### config.mk
export PLATFORM = sky130hd
export DESIGN_NAME = first_fit_block_allocator_flat
export DESIGN_NICKNAME = d
export VERILOG_FILES = /design/src/sv/ffba_pkg.sv /design/src/sv/ffba_if.sv /design/src/sv/first_fit_block_allocator.sv /design/src/flat_wrapper.sv
export SDC_FILE = /design/constraint.sdc
export NUM_CORES = 2
export LEC_CHECK = 0
export ABC_CLOCK_PERIOD_IN_PS = 12100
export BUFFER_PORTS_ARGS = -buffer_cell sky130_fd_sc_hd__buf_2
export CORE_MARGIN = 4
export CORE_UTILIZATION = 40
export CTS_CLUSTER_DIAMETER = 200
export DETAILED_ROUTE_END_ITERATION = 7
export MAX_ROUTING_LAYER = met4
export PLACE_DENSITY = 0.56
export SYNTH_ARGS = -nofsm -noshare
export SYNTH_HDL_FRONTEND = slang
export SYNTH_SLANG_ARGS = --single-unit
### constraint.sdc
create_clock -name i_clk -period 12.1 [get_ports i_clk]
set_input_delay 0.605 -clock i_clk [delete_from_list [all_inputs] [get_ports i_clk]]
set_output_delay 0.605 -clock i_clk [all_outputs]
set_load 0.01 [all_outputs]
### src/sv/ffba_pkg.sv
// shared types and constants of the first-fit block allocator
// no dependencies
`timescale 1ns / 1ps

package ffba_pkg;

    localparam int REGION_W     = 17;
    localparam int SIZE_W       = 16;
    localparam int ADDR_W       = 16;
    localparam int USED_W       = 17;
    localparam int WORD_BYTES   = 8;
    localparam int HEADER_BYTES = 10;
    localparam int ENTRY_W      = 2 + SIZE_W;
    localparam logic [REGION_W-1:0] REGION_RESET = 17'd65536;

    typedef enum logic [0:0] {
        ACT_ALLOC = 1'b0,
        ACT_FREE  = 1'b1
    } t_action;

    typedef enum logic [1:0] {
        RSP_OK       = 2'd0,
        RSP_ZERO     = 2'd1,
        RSP_NO_SPACE = 2'd2,
        RSP_BAD_FREE = 2'd3
    } t_rsp_status;

    typedef enum logic [1:0] {
        BLK_NEVER = 2'd0,
        BLK_FREED = 2'd1,
        BLK_INUSE = 2'd2
    } t_blk_state;

    typedef enum logic [1:0] {
        S_IDLE,
        S_WALK,
        S_APPEND,
        S_OUT
    } t_state;

endpackage

### src/sv/ffba_if.sv
// handshake channels of the allocator: request, response, configuration
// depends on ffba_pkg
`timescale 1ns / 1ps

interface ffba_req_if;
    import ffba_pkg::*;
    logic                valid;
    logic                ready;
    logic                action;
    logic [SIZE_W-1:0]   request_size;
    logic [ADDR_W-1:0]   block_address;
    modport source (output valid, action, request_size, block_address, input ready);
    modport sink   (input valid, action, request_size, block_address, output ready);
endinterface

interface ffba_rsp_if;
    import ffba_pkg::*;
    logic                valid;
    logic                ready;
    logic [ADDR_W-1:0]   payload_offset;
    logic [1:0]          status;
    logic [USED_W-1:0]   used_bytes;
    modport source (output valid, payload_offset, status, used_bytes, input ready);
    modport sink   (input valid, payload_offset, status, used_bytes, output ready);
endinterface

interface ffba_cfg_if;
    import ffba_pkg::*;
    logic                valid;
    logic                ready;
    logic [REGION_W-1:0] data;
    modport source (output valid, data, input ready);
    modport sink   (input valid, data, output ready);
endinterface

### src/sv/first_fit_block_allocator.sv
// operation: allocate or free walks the block table one entry per cycle from a single-port
//   synchronous memory; an allocate with no fitting freed block then appends, and every
//   result is held in an output register; zero-size allocate and null free skip the walk
// one request at a time: a new request is taken only in the idle state
// reset: block count and used bytes cleared, region length 65536; the table is not swept,
//   entries past the block count are never used
`timescale 1ns / 1ps

module first_fit_block_allocator
    import ffba_pkg::*;
#(
    parameter int MEM_BYTES  = 65536,
    parameter int MAX_BLOCKS = 64
) (
    input  logic        i_clk,
    input  logic        i_rst_n,
    ffba_cfg_if.sink    i_cfg,
    ffba_req_if.sink    i_req,
    ffba_rsp_if.source  o_rsp
);

    localparam int IDX_W = $clog2(MAX_BLOCKS);
    localparam int CNT_W = IDX_W + 1;
    localparam int OFF_W = IDX_W + 18;
    localparam int CMP_W = ((OFF_W > 25) ? OFF_W : 25) + 1;

    // block table: {state, kept size}
    logic [ENTRY_W-1:0] r_mem [MAX_BLOCKS];
    logic [ENTRY_W-1:0] r_rdata;

    t_state              r_state, n_state;
    logic [REGION_W-1:0] r_region;
    logic [CNT_W-1:0]    r_count;
    logic [USED_W-1:0]   r_used;
    t_action             r_act;
    logic [SIZE_W-1:0]   r_n;
    logic [ADDR_W-1:0]   r_addr;
    logic [OFF_W-1:0]    r_off;
    logic [IDX_W-1:0]    r_idx;
    logic [ADDR_W-1:0]   r_res_payload;
    t_rsp_status         r_res_status;
    logic [USED_W-1:0]   r_res_used;
    logic                r_o_valid;
    logic [ADDR_W-1:0]   r_o_payload;
    t_rsp_status         r_o_status;
    logic [USED_W-1:0]   r_o_used;

    logic               w_accept;
    logic               w_out_free;
    logic [SIZE_W-1:0]  w_size;
    t_blk_state         w_bstate;
    logic [OFF_W-1:0]   w_hdr_end;
    logic [OFF_W-1:0]   w_next_off;
    logic               w_alloc_hit;
    logic               w_free_match;
    logic               w_last;
    logic [CMP_W-1:0]   w_need;
    logic [CMP_W-1:0]   w_limit;
    logic               w_fits;
    logic [USED_W:0]    w_free_amt;
    logic               w_rd_en;
    logic [IDX_W-1:0]   w_rd_addr;
    logic               w_wr_en;
    logic [IDX_W-1:0]   w_wr_addr;
    logic [ENTRY_W-1:0] w_wr_data;

    assign w_accept   = i_req.valid && i_req.ready;
    assign w_out_free = !r_o_valid || o_rsp.ready;

    assign w_size     = r_rdata[SIZE_W-1:0];
    assign w_bstate   = t_blk_state'(r_rdata[ENTRY_W-1:SIZE_W]);
    assign w_hdr_end  = r_off + OFF_W'(HEADER_BYTES);
    assign w_next_off = w_hdr_end + OFF_W'(w_size);
    assign w_alloc_hit  = (r_act == ACT_ALLOC) && (w_bstate == BLK_FREED) && (w_size >= r_n);
    assign w_free_match = (r_act == ACT_FREE) && (w_hdr_end == OFF_W'(r_addr));
    assign w_last     = (CNT_W'(r_idx) + CNT_W'(1)) == r_count;

    // append check against the region, clamped to the memory size, and against the table depth
    assign w_need  = CMP_W'(r_off) + CMP_W'(HEADER_BYTES) + CMP_W'(r_n);
    assign w_limit = (CMP_W'(r_region) > CMP_W'(MEM_BYTES)) ? CMP_W'(MEM_BYTES)
                                                             : CMP_W'(r_region);
    assign w_fits  = (r_count < CNT_W'(MAX_BLOCKS)) && (w_need <= w_limit);
    assign w_free_amt = (USED_W+1)'(w_size) + (USED_W+1)'(HEADER_BYTES);

    // next state
    always_comb begin
        n_state = r_state;
        unique case (r_state)
            S_IDLE: begin
                if (w_accept) begin
                    if (i_req.action == ACT_ALLOC) begin
                        if (i_req.request_size == '0) begin
                            n_state = S_OUT;
                        end else if (r_count == '0) begin
                            n_state = S_APPEND;
                        end else begin
                            n_state = S_WALK;
                        end
                    end else begin
                        if (i_req.block_address == '0 || r_count == '0) begin
                            n_state = S_OUT;
                        end else begin
                            n_state = S_WALK;
                        end
                    end
                end
            end
            S_WALK: begin
                priority if (w_alloc_hit || w_free_match) begin
                    n_state = S_OUT;
                end else if (w_last) begin
                    n_state = (r_act == ACT_ALLOC) ? S_APPEND : S_OUT;
                end
            end
            S_APPEND: n_state = S_OUT;
            S_OUT: begin
                if (w_out_free) begin
                    n_state = S_IDLE;
                end
            end
            default: n_state = S_IDLE;
        endcase
    end

    // control outputs
    always_comb begin
        i_req.ready = (r_state == S_IDLE);
        i_cfg.ready = 1'b1;
        w_rd_en     = 1'b0;
        w_rd_addr   = r_idx + IDX_W'(1);
        w_wr_en     = 1'b0;
        w_wr_addr   = r_idx;
        w_wr_data   = {BLK_INUSE, w_size};
        unique case (r_state)
            S_IDLE: begin
                w_rd_en   = w_accept;
                w_rd_addr = '0;
            end
            S_WALK: begin
                w_rd_en = !(w_alloc_hit || w_free_match || w_last);
                if (w_alloc_hit) begin
                    w_wr_en = 1'b1;
                end else if (w_free_match && w_bstate == BLK_INUSE) begin
                    w_wr_en   = 1'b1;
                    w_wr_data = {BLK_FREED, w_size};
                end
            end
            S_APPEND: begin
                w_wr_en   = w_fits;
                w_wr_addr = r_count[IDX_W-1:0];
                w_wr_data = {BLK_INUSE, r_n};
            end
            S_OUT: ;
            default: ;
        endcase
    end

    // table memory
    always_ff @(posedge i_clk) begin
        if (w_wr_en) begin
            r_mem[w_wr_addr] <= w_wr_data;
        end
        if (w_rd_en) begin
            r_rdata <= r_mem[w_rd_addr];
        end
    end

    // control registers
    always_ff @(posedge i_clk) begin
        if (!i_rst_n) begin
            r_state   <= S_IDLE;
            r_region  <= REGION_RESET;
            r_count   <= '0;
            r_used    <= '0;
            r_o_valid <= 1'b0;
        end else begin
            r_state <= n_state;
            if (i_cfg.valid && i_cfg.ready) begin
                r_region <= i_cfg.data;
            end
            if (r_state == S_WALK && w_alloc_hit) begin
                r_used <= r_used + USED_W'(w_size) + USED_W'(HEADER_BYTES);
            end else if (r_state == S_WALK && w_free_match && w_bstate == BLK_INUSE) begin
                r_used <= ((USED_W+1)'(r_used) >= w_free_amt)
                          ? USED_W'((USED_W+1)'(r_used) - w_free_amt) : '0;
            end else if (r_state == S_APPEND && w_fits) begin
                r_used  <= r_used + USED_W'(r_n) + USED_W'(HEADER_BYTES);
                r_count <= r_count + CNT_W'(1);
            end
            if (r_state == S_OUT && w_out_free) begin
                r_o_valid <= 1'b1;
            end else if (o_rsp.ready) begin
                r_o_valid <= 1'b0;
            end
        end
    end

    // datapath registers
    always_ff @(posedge i_clk) begin
        unique case (r_state)
            S_IDLE: begin
                if (w_accept) begin
                    r_act         <= t_action'(i_req.action);
                    r_n           <= i_req.request_size;
                    r_addr        <= i_req.block_address;
                    r_off         <= OFF_W'(WORD_BYTES);
                    r_idx         <= '0;
                    r_res_payload <= '0;
                    r_res_used    <= r_used;
                    if (i_req.action == ACT_ALLOC) begin
                        r_res_status <= (i_req.request_size == '0) ? RSP_ZERO : RSP_OK;
                    end else begin
                        r_res_status <= (i_req.block_address != '0 && r_count == '0)
                                        ? RSP_BAD_FREE : RSP_OK;
                    end
                end
            end
            S_WALK: begin
                priority if (w_alloc_hit) begin
                    r_res_payload <= w_hdr_end[ADDR_W-1:0];
                    r_res_status  <= RSP_OK;
                    r_res_used    <= r_used + USED_W'(w_size) + USED_W'(HEADER_BYTES);
                end else if (w_free_match) begin
                    r_res_payload <= '0;
                    if (w_bstate == BLK_INUSE) begin
                        r_res_status <= RSP_OK;
                        r_res_used   <= ((USED_W+1)'(r_used) >= w_free_amt)
                                        ? USED_W'((USED_W+1)'(r_used) - w_free_amt) : '0;
                    end else begin
                        r_res_status <= RSP_BAD_FREE;
                        r_res_used   <= r_used;
                    end
                end else begin
                    r_off         <= w_next_off;
                    r_idx         <= r_idx + IDX_W'(1);
                    r_res_payload <= '0;
                    r_res_status  <= RSP_BAD_FREE;
                    r_res_used    <= r_used;
                end
            end
            S_APPEND: begin
                if (w_fits) begin
                    r_res_payload <= w_hdr_end[ADDR_W-1:0];
                    r_res_status  <= RSP_OK;
                    r_res_used    <= r_used + USED_W'(r_n) + USED_W'(HEADER_BYTES);
                end else begin
                    r_res_payload <= '0;
                    r_res_status  <= RSP_NO_SPACE;
                    r_res_used    <= r_used;
                end
            end
            S_OUT: begin
                if (w_out_free) begin
                    r_o_payload <= r_res_payload;
                    r_o_status  <= r_res_status;
                    r_o_used    <= r_res_used;
                end
            end
            default: ;
        endcase
    end

    assign o_rsp.valid          = r_o_valid;
    assign o_rsp.payload_offset = r_o_payload;
    assign o_rsp.status         = r_o_status;
    assign o_rsp.used_bytes     = r_o_used;

    // table writes only come from the walk or the append step
    a_wr_state: assert property (@(posedge i_clk) disable iff (!i_rst_n)
        w_wr_en |-> (r_state == S_WALK || r_state == S_APPEND))
        else $error("table write outside walk or append");

    a_count_max: assert property (@(posedge i_clk) disable iff (!i_rst_n)
        r_count <= CNT_W'(MAX_BLOCKS))
        else $error("block count beyond table depth");

    // an append grows the block count by exactly one
    a_append_count: assert property (@(posedge i_clk) disable iff (!i_rst_n)
        (r_state == S_APPEND && w_fits) |=> r_count == $past(r_count) + CNT_W'(1))
        else $error("append did not bump block count");

    // a response whose status is not OK never carries an offset
    a_fail_no_offset: assert property (@(posedge i_clk) disable iff (!i_rst_n)
        (o_rsp.valid && o_rsp.status != RSP_OK) |-> o_rsp.payload_offset == '0)
        else $error("failed response with nonzero offset");

    a_accept_leaves_idle: assert property (@(posedge i_clk) disable iff (!i_rst_n)
        w_accept |=> r_state != S_IDLE)
        else $error("accepted request left no work");

endmodule
### src/flat_wrapper.sv
// flat-port wrapper written by rule: the top's interface ports become plain ports
module first_fit_block_allocator_flat import ffba_pkg::*;
#(
    parameter int MEM_BYTES  = 65536,
    parameter int MAX_BLOCKS = 64
)
  (i_clk, i_rst_n, i_cfg_valid, i_cfg_data, i_cfg_ready, i_req_valid, i_req_action, i_req_request_size, i_req_block_address, i_req_ready, o_rsp_valid, o_rsp_payload_offset, o_rsp_status, o_rsp_used_bytes, o_rsp_ready);
  ffba_cfg_if i_cfg_i ();
  ffba_req_if i_req_i ();
  ffba_rsp_if o_rsp_i ();
  input  logic i_clk;
  input  logic i_rst_n;
  input wire logic [$bits(i_cfg_i.valid)-1:0] i_cfg_valid;
  input wire logic [$bits(i_cfg_i.data)-1:0] i_cfg_data;
  output wire logic [$bits(i_cfg_i.ready)-1:0] i_cfg_ready;
  input wire logic [$bits(i_req_i.valid)-1:0] i_req_valid;
  input wire logic [$bits(i_req_i.action)-1:0] i_req_action;
  input wire logic [$bits(i_req_i.request_size)-1:0] i_req_request_size;
  input wire logic [$bits(i_req_i.block_address)-1:0] i_req_block_address;
  output wire logic [$bits(i_req_i.ready)-1:0] i_req_ready;
  output wire logic [$bits(o_rsp_i.valid)-1:0] o_rsp_valid;
  output wire logic [$bits(o_rsp_i.payload_offset)-1:0] o_rsp_payload_offset;
  output wire logic [$bits(o_rsp_i.status)-1:0] o_rsp_status;
  output wire logic [$bits(o_rsp_i.used_bytes)-1:0] o_rsp_used_bytes;
  input wire logic [$bits(o_rsp_i.ready)-1:0] o_rsp_ready;
  assign i_cfg_i.valid = i_cfg_valid;
  assign i_cfg_i.data = i_cfg_data;
  assign i_cfg_ready = i_cfg_i.ready;
  assign i_req_i.valid = i_req_valid;
  assign i_req_i.action = i_req_action;
  assign i_req_i.request_size = i_req_request_size;
  assign i_req_i.block_address = i_req_block_address;
  assign i_req_ready = i_req_i.ready;
  assign o_rsp_valid = o_rsp_i.valid;
  assign o_rsp_payload_offset = o_rsp_i.payload_offset;
  assign o_rsp_status = o_rsp_i.status;
  assign o_rsp_used_bytes = o_rsp_i.used_bytes;
  assign o_rsp_i.ready = o_rsp_ready;
  first_fit_block_allocator #(.MEM_BYTES(MEM_BYTES), .MAX_BLOCKS(MAX_BLOCKS)) u_core (.i_clk(i_clk), .i_rst_n(i_rst_n), .i_cfg(i_cfg_i), .i_req(i_req_i), .o_rsp(o_rsp_i));
endmodule
==> impl_metrics.py <==
metrics = {
    "timing": {
        "min_period_over_period": 0.787,
        "slew_headroom": 0.180,
        "worstMarginPinSlew_ns": 1.22,
        "fmax_ghz": 0.105,
        "setup_slack_ns": 2.58,
        "skew_ns": 0.0454,
        "rsz0062_at_grt": "false",
        "tns_ns": 0,
        "finalMaxSlewViolations": 0,
        "setup_viol": 0,
        "finalHoldViolations": 0,
        "fin_crit_ns": 9.52,
    },
    "worst_setup_path": {
        "r2r_end": "u_core.r_mem[57][17]",
        "arrival_ns": 9.94,
        "worstPathMaxFanout": 28,
        "startpoint_type": "register",
        "crit_required_ns": 12.52,
        "ff2ff_setup_slack_ns": 2.58,
        "path_class": "register to register",
        "r2r-start": "u_core.r_off[1]",
        "reg2reg_depth": 20,
        "end_kind": "register",
    },
    "global_route": {
        "globalRouteOverflowTotal": 0,
        "grt_max_degree": 145,
        "grt_pass1_wl_mm": 267,
        "grt_pass1_vias": 37600,
        "antenna_found_initial": 8,
        "grtUsageTotal": 0.242,
    },
    "routing": {
        "drt_iter0_markers": 5119,
        "wl_per_cell_um": 27.9,
        "dr.pass1.iters": 7,
        "drt_wl_total_mm": 188,
        "viasPerCell": 5.93,
        "vias": 40000,
        "drtAntennaViolNets": 0,
        "drc_errors": 0,
    },
    "logic_synthesis": {
        "synth_area_leaders": "edfxtp_1 65%, nand2_1 4.9%, ha_1 3.2%",
        "syn_area_per_cell_um2": 12.9,
        "synth_top_area_cell": "edfxtp_1",
        "ys_types": 90,
        "synth_top_area_frac": 0.655,
        "synth_top_family_by_area": "simple AND/OR/NAND/NOR gates",
        "synth_nets": 4850,
        "synthAdderAreaFrac": 0.0341,
        "synth_area_um2": 59800,
        "synth-async-reset-ratio": 0,
        "synth_top_flop_cell": "edfxtp_1",
        "synth_compound_area_frac": 0.112,
        "ys_warn_count": 0,
        "muxShareOfSynthArea": 0.0253,
        "synth-xor-area-share": 0.0196,
        "synth-edff-count": 1303,
        "synthCells": 4635,
        "seq_area_frac_synth": 0.669,
        "yosys.area_share.simple": 0.116,
        "ys_ff_latch": 1347,
    },
    "floorplanning": {
        "die_area_um2": 156000,
        "fp.dieH_um": 395,
        "initial_utilization": 0.403,
        "rows": 141,
        "ios": 93,
        "die_w_um": 395,
        "coreArea_um2": 148000,
    },
    "power": {
        "power_density_nw_per_um2": 299,
        "leakagePower_nw": 22.9,
        "power_mw": 20.1,
        "vdd_drop_max_v": 0.000328,
    },
    "worst_hold_path": {
        "hold_start": "i_req_request_size[8]",
        "worstHoldEndpoint": "u_core.r_n[8]",
        "hp-class": "input pin to register",
        "holdPathStages": 1,
    },
    "finish": {
        "stdcell_area_um2": 67300,
        "area_growth_pct": 12.6,
        "fin_nets": 4919,
        "drive_gt1_frac": 0.105,
    },
    "placement": {
        "io_buffers": 91,
        "pre_cts_slack_ns": 2.74,
        "dpl.hpwl_mm": 119,
        "gp_congestion": 0.926,
        "placed_cell_area_um2": 62500,
    },
    "clock_network": {
        "clk_path_buf_depth": 3,
        "clkSlewWorstSetupHoldPaths_ns": 0.06,
        "cts_buffers": 146,
        "htreeDepth": 4,
        "cts_tree": "yes",
        "clock_latency_ns": 0.81,
        "cts_sinks": 1347,
        "cts_resized": 0,
        "cts-root-buf": "clkbuf_16",
    },
    "run_status": {
        "status": "finished clean",
    },
    "job": {
        "drv_cap": 0,
    },
}
==> how the worst max path moves through the flow <==
stage | from | to | depth (start not counted) | slack (ns)
5_1_grt | u_core.r_off[1] | u_core.r_mem[9][0] | 20 | 2.00
4_1_cts | u_core.r_off[1] | u_core.r_mem[9][0] | 20 | 2.67
6_report | u_core.r_off[1] | u_core.r_mem[57][17] | 20 | 2.58
3_5_place_dp | u_core.r_off[1] | u_core.r_mem[49][8] | 20 | 2.74
3_3_place_gp | u_core.r_off[1] | u_core.r_mem[49][13] | 21 | 2.84
2_1_floorplan | u_core.r_off[1] | u_core.r_mem[0][16] | 8 | 5.50
==> cells by family (layout without fill, tap and decap cells) <==
kind of cell	Yosys count	count (layout)
other	1	3
AND/OR/NAND/NOR	1552	1552
adder cells (fa/ha/maj)	160	160
flip-flops	1347	1347
buffers and inverters	366	546
multiplexers	151	151
AO/OA/AOI/OAI	926	926
XOR/XNOR	132	132
==> power breakdown <==
part | switching (mW) | internal (mW)
Sequential | 0.275 | 6.46
Clock | 1.88 | 2.38
Combinational | 6.83 | 2.31
Total | 8.99 | 11.2
==> cells in the final DEF, fill, tap and decap left out, types with 13 or more instances in the layout <==
cell type / synthesis / final
edfxtp_1: 1303 / 1303
nand2_1: 786 / 786
nand3_1: 222 / 220
a311oi_1: 172 / 172
nor2_1: 209 / 158
ha_1: 155 / 154
mux2i_1: 149 / 149
clkbuf_16: 0 / 147
a21oi_1: 135 / 134
o21ai_0: 125 / 124
a211oi_1: 122 / 122
buf_2: 14 / 91
buf_4: 5 / 85
inv_1: 83 / 83
xnor2_1: 82 / 81
nor3_1: 77 / 77
nor2b_1: 75 / 73
a31oi_1: 64 / 64
and3_1: 56 / 56
o221ai_1: 49 / 49
nor2_2: 0 / 48
xor2_1: 49 / 47
dfxtp_1: 44 / 44
clkbuf_1: 224 / 38
clkinv_1: 2 / 31
o211ai_1: 28 / 28
a21o_1: 27 / 27
nor4_1: 24 / 23
nand4_1: 23 / 23
dlygate4sd3_1: 0 / 23
o22ai_1: 21 / 21
clkinv_2: 0 / 20
o31ai_1: 19 / 19
nand2b_1: 18 / 17
a22o_2: 0 / 16
o21a_1: 13 / 13
o21bai_1: 13 / 13
a22oi_1: 13 / 13
==> through the flow <==
step,hold slack (ns),util,instances
after global placement,0.401,0.422,6463
after detailed placement,0.405,0.422,6463
final,0.0507,0.454,6747
after global routing,0.00848,0.454,6746
after floorplan,0.400,-,4635
after CTS,0.000830,0.454,6745
==> final cells by class <==
cell class,instances,area [um^2]
fill,13300,80900
sequential,1347,40000
multi-input combinational,2922,18600
clock buffer,187,3850
tap,1930,2410
timing repair buffer,201,1360
clock inverter,72,714
inverter,86,323
antenna,2,5.00
==> sequential cells by signal, summed over array words and instances, names as in the netlist <==
register / cells
u_core.o_rsp.payload_offset: 16
u_core.o_rsp.status: 2
u_core.o_rsp.used_bytes: 17
u_core.o_rsp.valid: 1
u_core.r_act: 1
u_core.r_addr: 16
u_core.r_count: 7
u_core.r_idx: 6
u_core.r_mem: 1152
u_core.r_n: 16
u_core.r_off: 24
u_core.r_rdata: 18
u_core.r_region: 17
u_core.r_res_payload: 16
u_core.r_res_status: 2
u_core.r_res_used: 17
u_core.r_state: 2
u_core.r_used: 17
==> worst max-delay path, cell delays in order (launching register included) <==
cell	delay, ns
edfxtp_1	0.57
ha_1	0.37
o211ai_1	0.64
nor3_1	0.24
xor2_1	0.44
ha_1	0.35
a21oi_1	0.15
o21ai_0	0.18
a31o_2	0.27
a21o_1	0.18
a21oi_1	0.42
xnor2_1	0.19
ha_1	0.26
a2111oi_0	0.38
nand2_1	0.08
o21ai_0	0.37
o311a_1	0.28
nand4_2	0.58
o2bb2ai_4	1.04
nand3_1	1.02
nor2_2	1.09
==> Yosys cell counts, types with 10 or more instances <==
cell type and n:
edfxtp_1 1303, nand2_1 786, clkbuf_1 224, nand3_1 222
nor2_1 209, a311oi_1 172, ha_1 155, mux2i_1 149
a21oi_1 135, o21ai_0 125, a211oi_1 122, inv_1 83
xnor2_1 82, nor3_1 77, nor2b_1 75, a31oi_1 64
and3_1 56, o221ai_1 49, xor2_1 49, dfxtp_1 44
buf_1 34, o211ai_1 28, a21o_1 27, a22o_1 27
nor4_1 24, nand4_1 23, o22ai_1 21, o31ai_1 19
nand2b_1 18, buf_2 14, a22oi_1 13, o21a_1 13
o21bai_1 13, and2_1 12, o32ai_1 12, o221a_2 11
or2_2 11, o21ai_1 10
==> routing by layer <==
layer  vias up  GRT usage  wire, um
li1      17800          -         -
met1     20000      0.335     80700
met4         0     0.0773      6610
met2      1853      0.357     83900
met5         -          -         0
met3       308     0.0493     16700
==> timing repair <==
item | 4_1_cts | 5_1_grt
hold endpoints to repair | 23 | 0
setup buffers | 0 | 0
setup endpoints to repair | 0 | 0
hold buffers | 23 | 0
Note: power is estimated with default switching activity, not from simulation.
